### config.mk
export PLATFORM = sky130hd
export DESIGN_NAME = barometer_reading_compensation
export DESIGN_NICKNAME = d
export VERILOG_FILES = /design/src/sv/brc_pkg.sv /design/src/sv/barometer_reading_compensation.sv
export SDC_FILE = /design/constraint.sdc
export NUM_CORES = 2
export LEC_CHECK = 0
export CAP_MARGIN = 40
export CORE_ASPECT_RATIO = 1.4
export CORE_MARGIN = 2
export CORE_UTILIZATION = 45
export DETAILED_ROUTE_END_ITERATION = 10
export DONT_BUFFER_PORTS = 1
export GPL_ROUTABILITY_DRIVEN = 0
export HOLD_SLACK_MARGIN = 0.1
export PLACE_DENSITY_LB_ADDON = 0.3
export SLEW_MARGIN = 20
export SYNTH_ARGS = -nofsm -noshare
export SYNTH_HDL_FRONTEND = slang
export SYNTH_SLANG_ARGS = --single-unit
### constraint.sdc
create_clock -name aclk -period 7.08 [get_ports aclk]
set_clock_uncertainty 0.05 [all_clocks]
set_input_delay 0.708 -clock aclk [delete_from_list [all_inputs] [get_ports aclk]]
set_output_delay 0.708 -clock aclk [all_outputs]
set_load 0.005 [all_outputs]
### src/sv/brc_pkg.sv
// Package: types and constants for barometer reading compensation.
package brc_pkg;

    localparam int unsigned CFG_W  = 64;
    localparam int unsigned IDX_W  = 2;

    localparam logic [IDX_W-1:0] REG_OFFSET = 2'd0;
    localparam logic [IDX_W-1:0] REG_SCALE  = 2'd1;
    localparam logic [IDX_W-1:0] REG_TEMP   = 2'd2;
    localparam logic [IDX_W-1:0] REG_OSS    = 2'd3;

    localparam logic [31:0] C_B6_OFS  = 32'd4000;
    localparam logic [31:0] C_B4_OFS  = 32'd32768;
    localparam logic [31:0] C_B7_SCL  = 32'd50000;
    localparam logic [31:0] C_P_SQ    = 32'd3038;
    localparam logic [31:0] C_P_LIN   = 32'hFFFF_E343;
    localparam logic [31:0] C_P_OFS   = 32'd3791;
    localparam logic [31:0] C_MC_SCL  = 32'd2048;

    // Multiply operand selects, one per sequencer step
    typedef enum logic [3:0] {
        M_T_X1, M_T_MC, M_P_SQ, M_P_B2, M_P_AC2, M_P_AC3, M_P_B1, M_P_B4,
        M_P_B7, M_P_PP, M_P_PK, M_P_PL
    } mstep_t;

endpackage

### src/sv/barometer_reading_compensation.sv
// Top level: barometer reading compensation with serial multiplier and divider.
// A temperature or pressure item runs from the input transfer to m_valid
// through a bit-serial shift-add multiplier, with a setup and post step per
// product, and a restoring divider. A new item is taken only in idle, once the
// last result has moved to the output registers; a held result stalls the
// sequencer only once the next result is ready.
// Reset: synchronous active-low aresetn clears control, config, b5 and output regs.
module barometer_reading_compensation
    import brc_pkg::*;
(
    input  logic              aclk,
    input  logic              aresetn,
    input  logic              cfg_we,
    input  logic [IDX_W-1:0]  cfg_index,
    input  logic [CFG_W-1:0]  cfg_data,
    input  logic              s_valid,
    output logic              s_ready,
    input  logic              s_req_type,
    input  logic [18:0]       s_raw_sample,
    output logic              m_valid,
    input  logic              m_ready,
    output logic              m_result_kind,
    output logic signed [31:0] m_value,
    output logic              m_fault
);

    typedef enum logic [6:0] {
        ST_IDLE = 7'b0000001,
        ST_SET  = 7'b0000010,
        ST_MUL  = 7'b0000100,
        ST_POST = 7'b0001000,
        ST_DIV  = 7'b0010000,
        ST_DPST = 7'b0100000,
        ST_OUT  = 7'b1000000
    } state_t;

    state_t      state_reg, state_next;
    mstep_t      step_reg, step_next;
    logic [47:0] offs_reg;
    logic [47:0] scl_reg;
    logic [63:0] tco_reg;
    logic [1:0]  oss_reg;
    logic [31:0] b5_reg;
    logic        kind_reg;
    logic [31:0] raw_reg;
    logic [4:0]  cnt_reg;
    logic [31:0] ma_reg, mb_reg, acc_reg;
    logic [31:0] b6_reg, sq_reg, x1_reg, b3_reg, b4_reg, p_reg, t_reg;
    logic [31:0] dn_reg, dd_reg, dq_reg, drm_reg;
    logic        dsgn_reg, fault_reg;
    logic        ov_reg;
    logic        mv_reg;
    logic        mk_reg;
    logic [31:0] mval_reg;
    logic        mf_reg;

    logic [31:0] ac1, ac2, b2, ac3, ac4, b1, ac5, ac6, mc, md;
    assign ac1 = {{16{offs_reg[15]}}, offs_reg[15:0]};
    assign ac2 = {{16{offs_reg[31]}}, offs_reg[31:16]};
    assign b2  = {{16{offs_reg[47]}}, offs_reg[47:32]};
    assign ac3 = {{16{scl_reg[15]}}, scl_reg[15:0]};
    assign ac4 = {16'd0, scl_reg[31:16]};
    assign b1  = {{16{scl_reg[47]}}, scl_reg[47:32]};
    assign ac5 = {16'd0, tco_reg[15:0]};
    assign ac6 = {16'd0, tco_reg[31:16]};
    assign mc  = {{16{tco_reg[47]}}, tco_reg[47:32]};
    assign md  = {{16{tco_reg[63]}}, tco_reg[63:48]};

    function automatic logic [31:0] asr(input logic [31:0] v, input logic [4:0] s);
        asr = 32'($signed(v) >>> s);
    endfunction

    logic [31:0] op_a, op_b;
    logic [31:0] b7s;
    always_comb begin
        b7s = C_B7_SCL >> oss_reg;
        op_a = '0;
        op_b = '0;
        case (step_reg)
            M_T_X1:  begin op_a = raw_reg - ac6; op_b = ac5; end
            M_T_MC:  begin op_a = mc;            op_b = C_MC_SCL; end
            M_P_SQ:  begin op_a = b6_reg;        op_b = b6_reg; end
            M_P_B2:  begin op_a = b2;            op_b = sq_reg; end
            M_P_AC2: begin op_a = ac2;           op_b = b6_reg; end
            M_P_AC3: begin op_a = ac3;           op_b = b6_reg; end
            M_P_B1:  begin op_a = b1;            op_b = sq_reg; end
            M_P_B4:  begin op_a = ac4;           op_b = t_reg + C_B4_OFS; end
            M_P_B7:  begin op_a = raw_reg - b3_reg; op_b = b7s; end
            M_P_PP:  begin op_a = asr(p_reg, 5'd8); op_b = asr(p_reg, 5'd8); end
            M_P_PK:  begin op_a = t_reg;         op_b = C_P_SQ; end
            M_P_PL:  begin op_a = C_P_LIN;       op_b = p_reg; end
            default: begin op_a = '0;            op_b = '0; end
        endcase
    end

    // divider trial subtract
    logic [32:0] rem_sh, rem_sub;
    assign rem_sh  = {drm_reg, dn_reg[31]};
    assign rem_sub = rem_sh - {1'b0, dd_reg};

    logic [31:0] qfix, pq, dw, b5w;
    assign qfix = dsgn_reg ? (32'd0 - dq_reg) : dq_reg;
    assign pq   = ov_reg ? {dq_reg[30:0], 1'b0} : dq_reg;
    assign dw   = x1_reg + md;
    assign b5w  = x1_reg + ((dd_reg == 32'd0) ? 32'd0 : qfix);

    assign s_ready = (state_reg == ST_IDLE);

    always_comb begin
        state_next = state_reg;
        step_next = step_reg;
        case (state_reg)
            ST_IDLE: if (s_valid && s_ready) begin
                state_next = ST_SET;
                step_next  = s_req_type ? M_P_SQ : M_T_X1;
            end
            ST_SET:  state_next = ST_MUL;
            ST_MUL:  if (cnt_reg == 5'd31) state_next = ST_POST;
            ST_POST: begin
                case (step_reg)
                    M_T_MC:  state_next = ST_DIV;
                    M_P_B7:  begin
                        state_next = ST_DIV;
                        step_next  = M_P_PP;
                    end
                    M_P_PL:  state_next = ST_OUT;
                    default: begin
                        state_next = ST_SET;
                        step_next  = mstep_t'(step_reg + 4'd1);
                    end
                endcase
            end
            ST_DIV:  if (cnt_reg == 5'd31) state_next = ST_DPST;
            ST_DPST: state_next = (kind_reg == 1'b0) ? ST_OUT : ST_SET;
            ST_OUT:  if (!mv_reg) state_next = ST_IDLE;
            default: state_next = ST_IDLE;
        endcase
    end

    always_ff @(posedge aclk) begin
        if (!aresetn) begin
            state_reg <= ST_IDLE;
            step_reg  <= M_T_X1;
            offs_reg  <= '0;
            scl_reg   <= '0;
            tco_reg   <= '0;
            oss_reg   <= '0;
            b5_reg    <= '0;
            mv_reg    <= 1'b0;
            mk_reg    <= 1'b0;
            mf_reg    <= 1'b0;
            mval_reg  <= '0;
            cnt_reg   <= '0;
        end else begin
            state_reg <= state_next;
            step_reg  <= step_next;
            if (cfg_we) begin
                case (cfg_index)
                    REG_OFFSET: offs_reg <= cfg_data[47:0];
                    REG_SCALE:  scl_reg  <= cfg_data[47:0];
                    REG_TEMP:   tco_reg  <= cfg_data;
                    REG_OSS:    oss_reg  <= cfg_data[1:0];
                    default:    ;
                endcase
            end
            if (m_valid && m_ready) begin
                mv_reg <= 1'b0;
            end else if (state_reg == ST_OUT) begin
                mv_reg <= 1'b1;
            end
            case (state_reg)
                ST_IDLE: if (s_valid && s_ready) begin
                    kind_reg  <= s_req_type;
                    raw_reg   <= {13'd0, s_raw_sample};
                    fault_reg <= 1'b0;
                    b6_reg    <= b5_reg - C_B6_OFS;
                end
                ST_SET: begin
                    ma_reg  <= op_a;
                    mb_reg  <= op_b;
                    acc_reg <= '0;
                    cnt_reg <= '0;
                end
                ST_MUL: begin
                    // shift-add one multiplier bit per cycle
                    if (mb_reg[0]) acc_reg <= acc_reg + ma_reg;
                    ma_reg  <= {ma_reg[30:0], 1'b0};
                    mb_reg  <= {1'b0, mb_reg[31:1]};
                    cnt_reg <= cnt_reg + 5'd1;
                end
                ST_POST: begin
                    cnt_reg <= '0;
                    drm_reg <= '0;
                    dq_reg  <= '0;
                    case (step_reg)
                        M_T_X1:  x1_reg <= asr(acc_reg, 5'd15);
                        M_T_MC:  begin
                            dsgn_reg <= acc_reg[31] ^ dw[31];
                            dn_reg   <= acc_reg[31] ? 32'd0 - acc_reg : acc_reg;
                            dd_reg   <= dw[31] ? 32'd0 - dw : dw;
                            ov_reg   <= 1'b0;
                        end
                        M_P_SQ:  sq_reg <= asr(acc_reg, 5'd12);
                        M_P_B2:  x1_reg <= asr(acc_reg, 5'd11);
                        M_P_AC2: begin
                            b3_reg <= asr(((32'(ac1 << 2) + x1_reg + asr(acc_reg, 5'd11))
                                      << oss_reg) + 32'd2, 5'd2);
                        end
                        M_P_AC3: x1_reg <= asr(acc_reg, 5'd13);
                        M_P_B1:  t_reg <= asr(x1_reg + asr(acc_reg, 5'd16) + 32'd2, 5'd2);
                        M_P_B4:  b4_reg <= acc_reg >> 15;
                        M_P_B7:  begin
                            dsgn_reg <= 1'b0;
                            ov_reg   <= acc_reg[31];
                            dn_reg   <= acc_reg[31] ? acc_reg : {acc_reg[30:0], 1'b0};
                            dd_reg   <= b4_reg;
                        end
                        M_P_PP:  t_reg <= acc_reg;
                        M_P_PK:  x1_reg <= asr(acc_reg, 5'd16);
                        M_P_PL:  begin
                            p_reg <= p_reg + asr(x1_reg + asr(acc_reg, 5'd16) + C_P_OFS,
                                                 5'd4);
                        end
                        default: ;
                    endcase
                end
                ST_DIV: begin
                    if (!rem_sub[32]) begin
                        drm_reg <= rem_sub[31:0];
                        dq_reg  <= {dq_reg[30:0], 1'b1};
                    end else begin
                        drm_reg <= rem_sh[31:0];
                        dq_reg  <= {dq_reg[30:0], 1'b0};
                    end
                    dn_reg  <= {dn_reg[30:0], 1'b0};
                    cnt_reg <= cnt_reg + 5'd1;
                end
                ST_DPST: begin
                    if (dd_reg == 32'd0) fault_reg <= 1'b1;
                    if (kind_reg == 1'b0) begin
                        b5_reg <= b5w;
                        p_reg  <= asr(b5w + 32'd8, 5'd4);
                    end else begin
                        p_reg <= (dd_reg == 32'd0) ? 32'd0 : pq;
                    end
                end
                ST_OUT: if (!mv_reg) begin
                    mk_reg   <= kind_reg;
                    mf_reg   <= fault_reg;
                    mval_reg <= p_reg;
                end
                default: ;
            endcase
        end
    end

    assign m_valid       = mv_reg;
    assign m_result_kind = mk_reg;
    assign m_value       = mval_reg;
    assign m_fault       = mf_reg;

endmodule
==> impl_results.md <==
- Overall routing resource usage: 30.8%
- Launch instance of the worst register-to-register path: dq_reg[2]$_SDFFCE_PN0P_
- Max-capacitance violation count: 0
- Chain of cells forming the critical path: or3_1 -> nor4_2 -> nand2_1 -> or2_2 -> or3_1 -> or3_1 -> nor3_1 -> nand2_1 -> o21ai_0 -> xor2_1 -> nor2_1 -> ha_1 -> a21o_1 -> a2111oi_0 -> a21o_1 -> o221ai_1 -> o31ai_1 -> mux2_2 -> a2111o_1 -> a31oi_1 -> nand3b_1 -> o211ai_1
- Total of flip-flops plus latches after synthesis: 676
- Setup slack, reg-to-reg: 340 ps
- Count of unresolved DRC violations after routing: 0
- Post-route insts no fill: 6,552
- Peak ir drop on the vdd network: 0.000207 V
- Clock Tree Buf Depth: 3
- Total number of placement rows: 137
- Post-layout util: 50.5%
- Largest cells by area after synthesis: sky130_fd_sc_hd__edfxtp_1, sky130_fd_sc_hd__dfxtp_1, sky130_fd_sc_hd__ha_1, sky130_fd_sc_hd__nand2_1, sky130_fd_sc_hd__a21oi_1
- Most frequent standard cell in the layout excluding fill and tap cells: sky130_fd_sc_hd__nand2_1
- Layout area overhead: 10.9%
- Portion of the clock cycle consumed by the worst path in the final layout: 95.1%
- Worst setup path category: reg -> reg
- Unrepaired setup endpoints after global routing: no
- WL final: 164,000 µm
- Die outline area: 103,000 µm²
- Final Max Slew Viols: 0
- Outcome: finished, final reports clean
- Net count of the finished layout: 5,528
- CTS tree: done
- Leak: 18.6 nW
- CTS clk-pin slew, worst paths: 60 ps
- Num Clock Sinks: 676
- First-pass GRT wire length: 242,000 µm
- Most common cell type on the critical path: sky130_fd_sc_hd__or3_1
- Endpoints failing setup: 0
- H-tree levels: 3
- Actual transition at the worst max-transition pin: 955 ps
- Length in cells of the worst reg-to-reg path: 22
- Maximum number of pins on one net before global-route repair: 96
- Yosys warnings: 0
- Global route total overflow: 0
- Data arrival at the endpoint of the critical path: 7100 ps
- Number of port buffers: 0
- Stages on worst setup path: 22
- Crit path capture: p_reg[30]$_DFFE_PP_
- Clock root buffer: sky130_fd_sc_hd__clkbuf_16
- Hold path cells: 2
- Most common flop cell mapped by yosys: sky130_fd_sc_hd__edfxtp_1
- Final total power: 10.3 mW
- Area of the core: 99,800 µm²
- Worst R2R End: p_reg[30]$_DFFE_PP_
- Share of Yosys cell area claimed by the top area cell type: 28.5%
- Worst setup slack after placement: 357 ps
- HPWL after DPL: 118,000 µm
- Number of standard cells after synthesis: 5,183
- Type of origin of the critical path: register
- Initial antenna violation count: 17
- Insertion delay to the later sink of the worst-skew pair: 690 ps
- Buffering stage count on the worst path with inverters included: 0
- Min cycle time layout: 6740 ps
- Unique masters post-synth: 108
- Routed via count divided by cell count: 6.29
- Power density over the cells: 205 nW/µm²
- Number of enable flip-flop cells after synthesis: 431
- Number of global-route vias before repair: 39,500
- Worst slew margin: 36.3%
- Floorplan die height: 380 µm
- Placed cell count: 6,334
- Proportion of synthesized chip area in sequential cells: 39.3%
- Pre-Repair DR Iteration Count: 9
- Final worst slack: 343 ps
- Overall die width: 272 µm
- Worst setup path startpoint: dq_reg[2]$_SDFFCE_PN0P_
- Fmax: 148 MHz
- Setup total negative slack: 0 ps
- Top Ports: 127
- Design Area, Final: 50,400 µm²
- Type of destination of the critical path: register
- Req. time, crit path: 7440 ps
- Post-CTS setup buffer count: 0
- Fin. Hold Viols: 0
- Hold_ws: 122 ps
- CP delay by family, top: simple AND/OR/NAND/NOR gates
- Max reg flops: 64
- Number of DRC markers in iteration 0: 4,623
- Starting density of the core: 45.5%
- Filler Cell Count: 9,340
- Mean instance size in the synthesized netlist: 8.76 µm²
- Synth area leader: sky130_fd_sc_hd__edfxtp_1
- Share of async-settable or async-resettable flops after synthesis: 0%
- Highest fanout seen on the critical path: 9
- Crit path max-delay cell type: sky130_fd_sc_hd__a2111oi_0
- Leading cell types in the layout, fill and taps excluded: sky130_fd_sc_hd__nand2_1, sky130_fd_sc_hd__a21oi_1, sky130_fd_sc_hd__edfxtp_1
- Routed Antenna Nets: 0
- Placed inst area: 47,100 µm²
- Number of buffers created by CTS: 74
- Summed instance area of the synthesized netlist: 45,400 µm²
- Wire length per cell after detailed routing: 25.0 µm
- Worst min-delay path class: in -> reg
- Vias after detailed routing: 41,200
- Highest cell delay on the worst timing path: 550 ps
- Ratio of cells with drive above 1 in the final layout: 6.49%
## area by class of cell
| cell class | instances | area (µm²) | area share [%] |
|---|---|---|---|
| Antenna cell | 9 | 22.5 | 0.0447 |
| Sequential cell | 676 | 17800 | 35.4 |
| Inverter | 176 | 668 | 1.33 |
| Clock buffer | 99 | 2080 | 4.13 |
| Multi-Input combinational cell | 4050 | 26000 | 51.6 |
| Clock inverter | 36 | 360 | 0.716 |
| Tap cell | 1320 | 1650 | 3.28 |
| Timing Repair Buffer | 186 | 1770 | 3.51 |
## logic make-up (layout without fill, tap and decap cells)
kind of cell             after synthesis  in the layout  share of synthesized area, %
flip-flops                           676            676                          39.3
AND/OR/NAND/NOR                     1863           1863                          18.7
other                                  1             14                       0.00826
adder cells (fa/ha/maj)              273            273                          7.99
multiplexers                          92             92                          2.14
AO/OA/AOI/OAI                       1458           1458                          21.1
XOR/XNOR                             359            359                          6.92
buffers and inverters                461            497                          3.83
## metal layers
layer	part of all wire (%)	track usage, %
met3	9.6	7.22
met1	36	35.6
met5	0.017	0
met4	8.7	22.7
met2	45	49.6
## synthesized netlist by cell type (13+ instances only)
master	count
sky130_fd_sc_hd__nor3b_1	15
sky130_fd_sc_hd__and3_1	48
sky130_fd_sc_hd__a22o_1	14
sky130_fd_sc_hd__nor2b_1	39
sky130_fd_sc_hd__nand3b_1	13
sky130_fd_sc_hd__o21a_1	45
sky130_fd_sc_hd__nand2b_1	49
sky130_fd_sc_hd__nor4_1	32
sky130_fd_sc_hd__o31ai_1	32
sky130_fd_sc_hd__fa_1	28
sky130_fd_sc_hd__and4_1	13
sky130_fd_sc_hd__o22ai_1	16
sky130_fd_sc_hd__o31a_1	14
sky130_fd_sc_hd__buf_1	20
sky130_fd_sc_hd__inv_1	175
sky130_fd_sc_hd__mux2i_1	71
sky130_fd_sc_hd__nand3_1	116
sky130_fd_sc_hd__a222oi_1	37
sky130_fd_sc_hd__nor2_1	430
sky130_fd_sc_hd__a211oi_1	45
sky130_fd_sc_hd__a221oi_1	55
sky130_fd_sc_hd__or2_2	17
sky130_fd_sc_hd__edfxtp_1	431
sky130_fd_sc_hd__and2_1	57
sky130_fd_sc_hd__ha_1	245
sky130_fd_sc_hd__clkbuf_1	257
sky130_fd_sc_hd__xor2_1	144
sky130_fd_sc_hd__mux2_2	19
sky130_fd_sc_hd__or3_1	41
sky130_fd_sc_hd__nand4_1	41
sky130_fd_sc_hd__nor3_1	102
sky130_fd_sc_hd__o211ai_1	47
sky130_fd_sc_hd__dfxtp_1	245
sky130_fd_sc_hd__o311ai_0	14
sky130_fd_sc_hd__a21oi_1	496
sky130_fd_sc_hd__a21o_1	91
sky130_fd_sc_hd__a31oi_1	47
sky130_fd_sc_hd__o21bai_1	28
sky130_fd_sc_hd__a41oi_1	18
sky130_fd_sc_hd__xnor2_1	215
sky130_fd_sc_hd__nand2_1	806
sky130_fd_sc_hd__o21ai_0	237
sky130_fd_sc_hd__a22oi_1	69
## how the worst min path moves through the flow
stage / start / endpoint / slack, ps
after global placement: b5_reg[3]$_SDFFE_PN0P_ / b6_reg[3]$_DFFE_PP_ / 360
after detailed placement: b5_reg[3]$_SDFFE_PN0P_ / b6_reg[3]$_DFFE_PP_ / 380
after floorplan: b5_reg[0]$_SDFFE_PN0P_ / b6_reg[0]$_DFFE_PP_ / 360
after CTS: cfg_data[14] / scl_reg[14]$_SDFFE_PN0P_ / 100
final: cfg_data[18] / offs_reg[18]$_SDFFE_PN0P_ / 120
after global routing: cfg_data[15] / offs_reg[15]$_SDFFE_PN0P_ / 130
## what timing repair did
item / in CTS / in global routing
hold endpoints to repair: 153 / 0
setup endpoints to repair: 0 / 5
gates resized for setup: 0 / 2
hold buffers: 70 / 0
## power breakdown
| part | internal [mW] | switching, mW | leakage (nW) |
|---|---|---|---|
| registers | 4.36 | 0.0957 | 5.86 |
| logic | 0.688 | 1.16 | 11.6 |
| clock network | 2.29 | 1.74 | 1.19 |
Note: power is estimated with default switching activity, not from simulation.
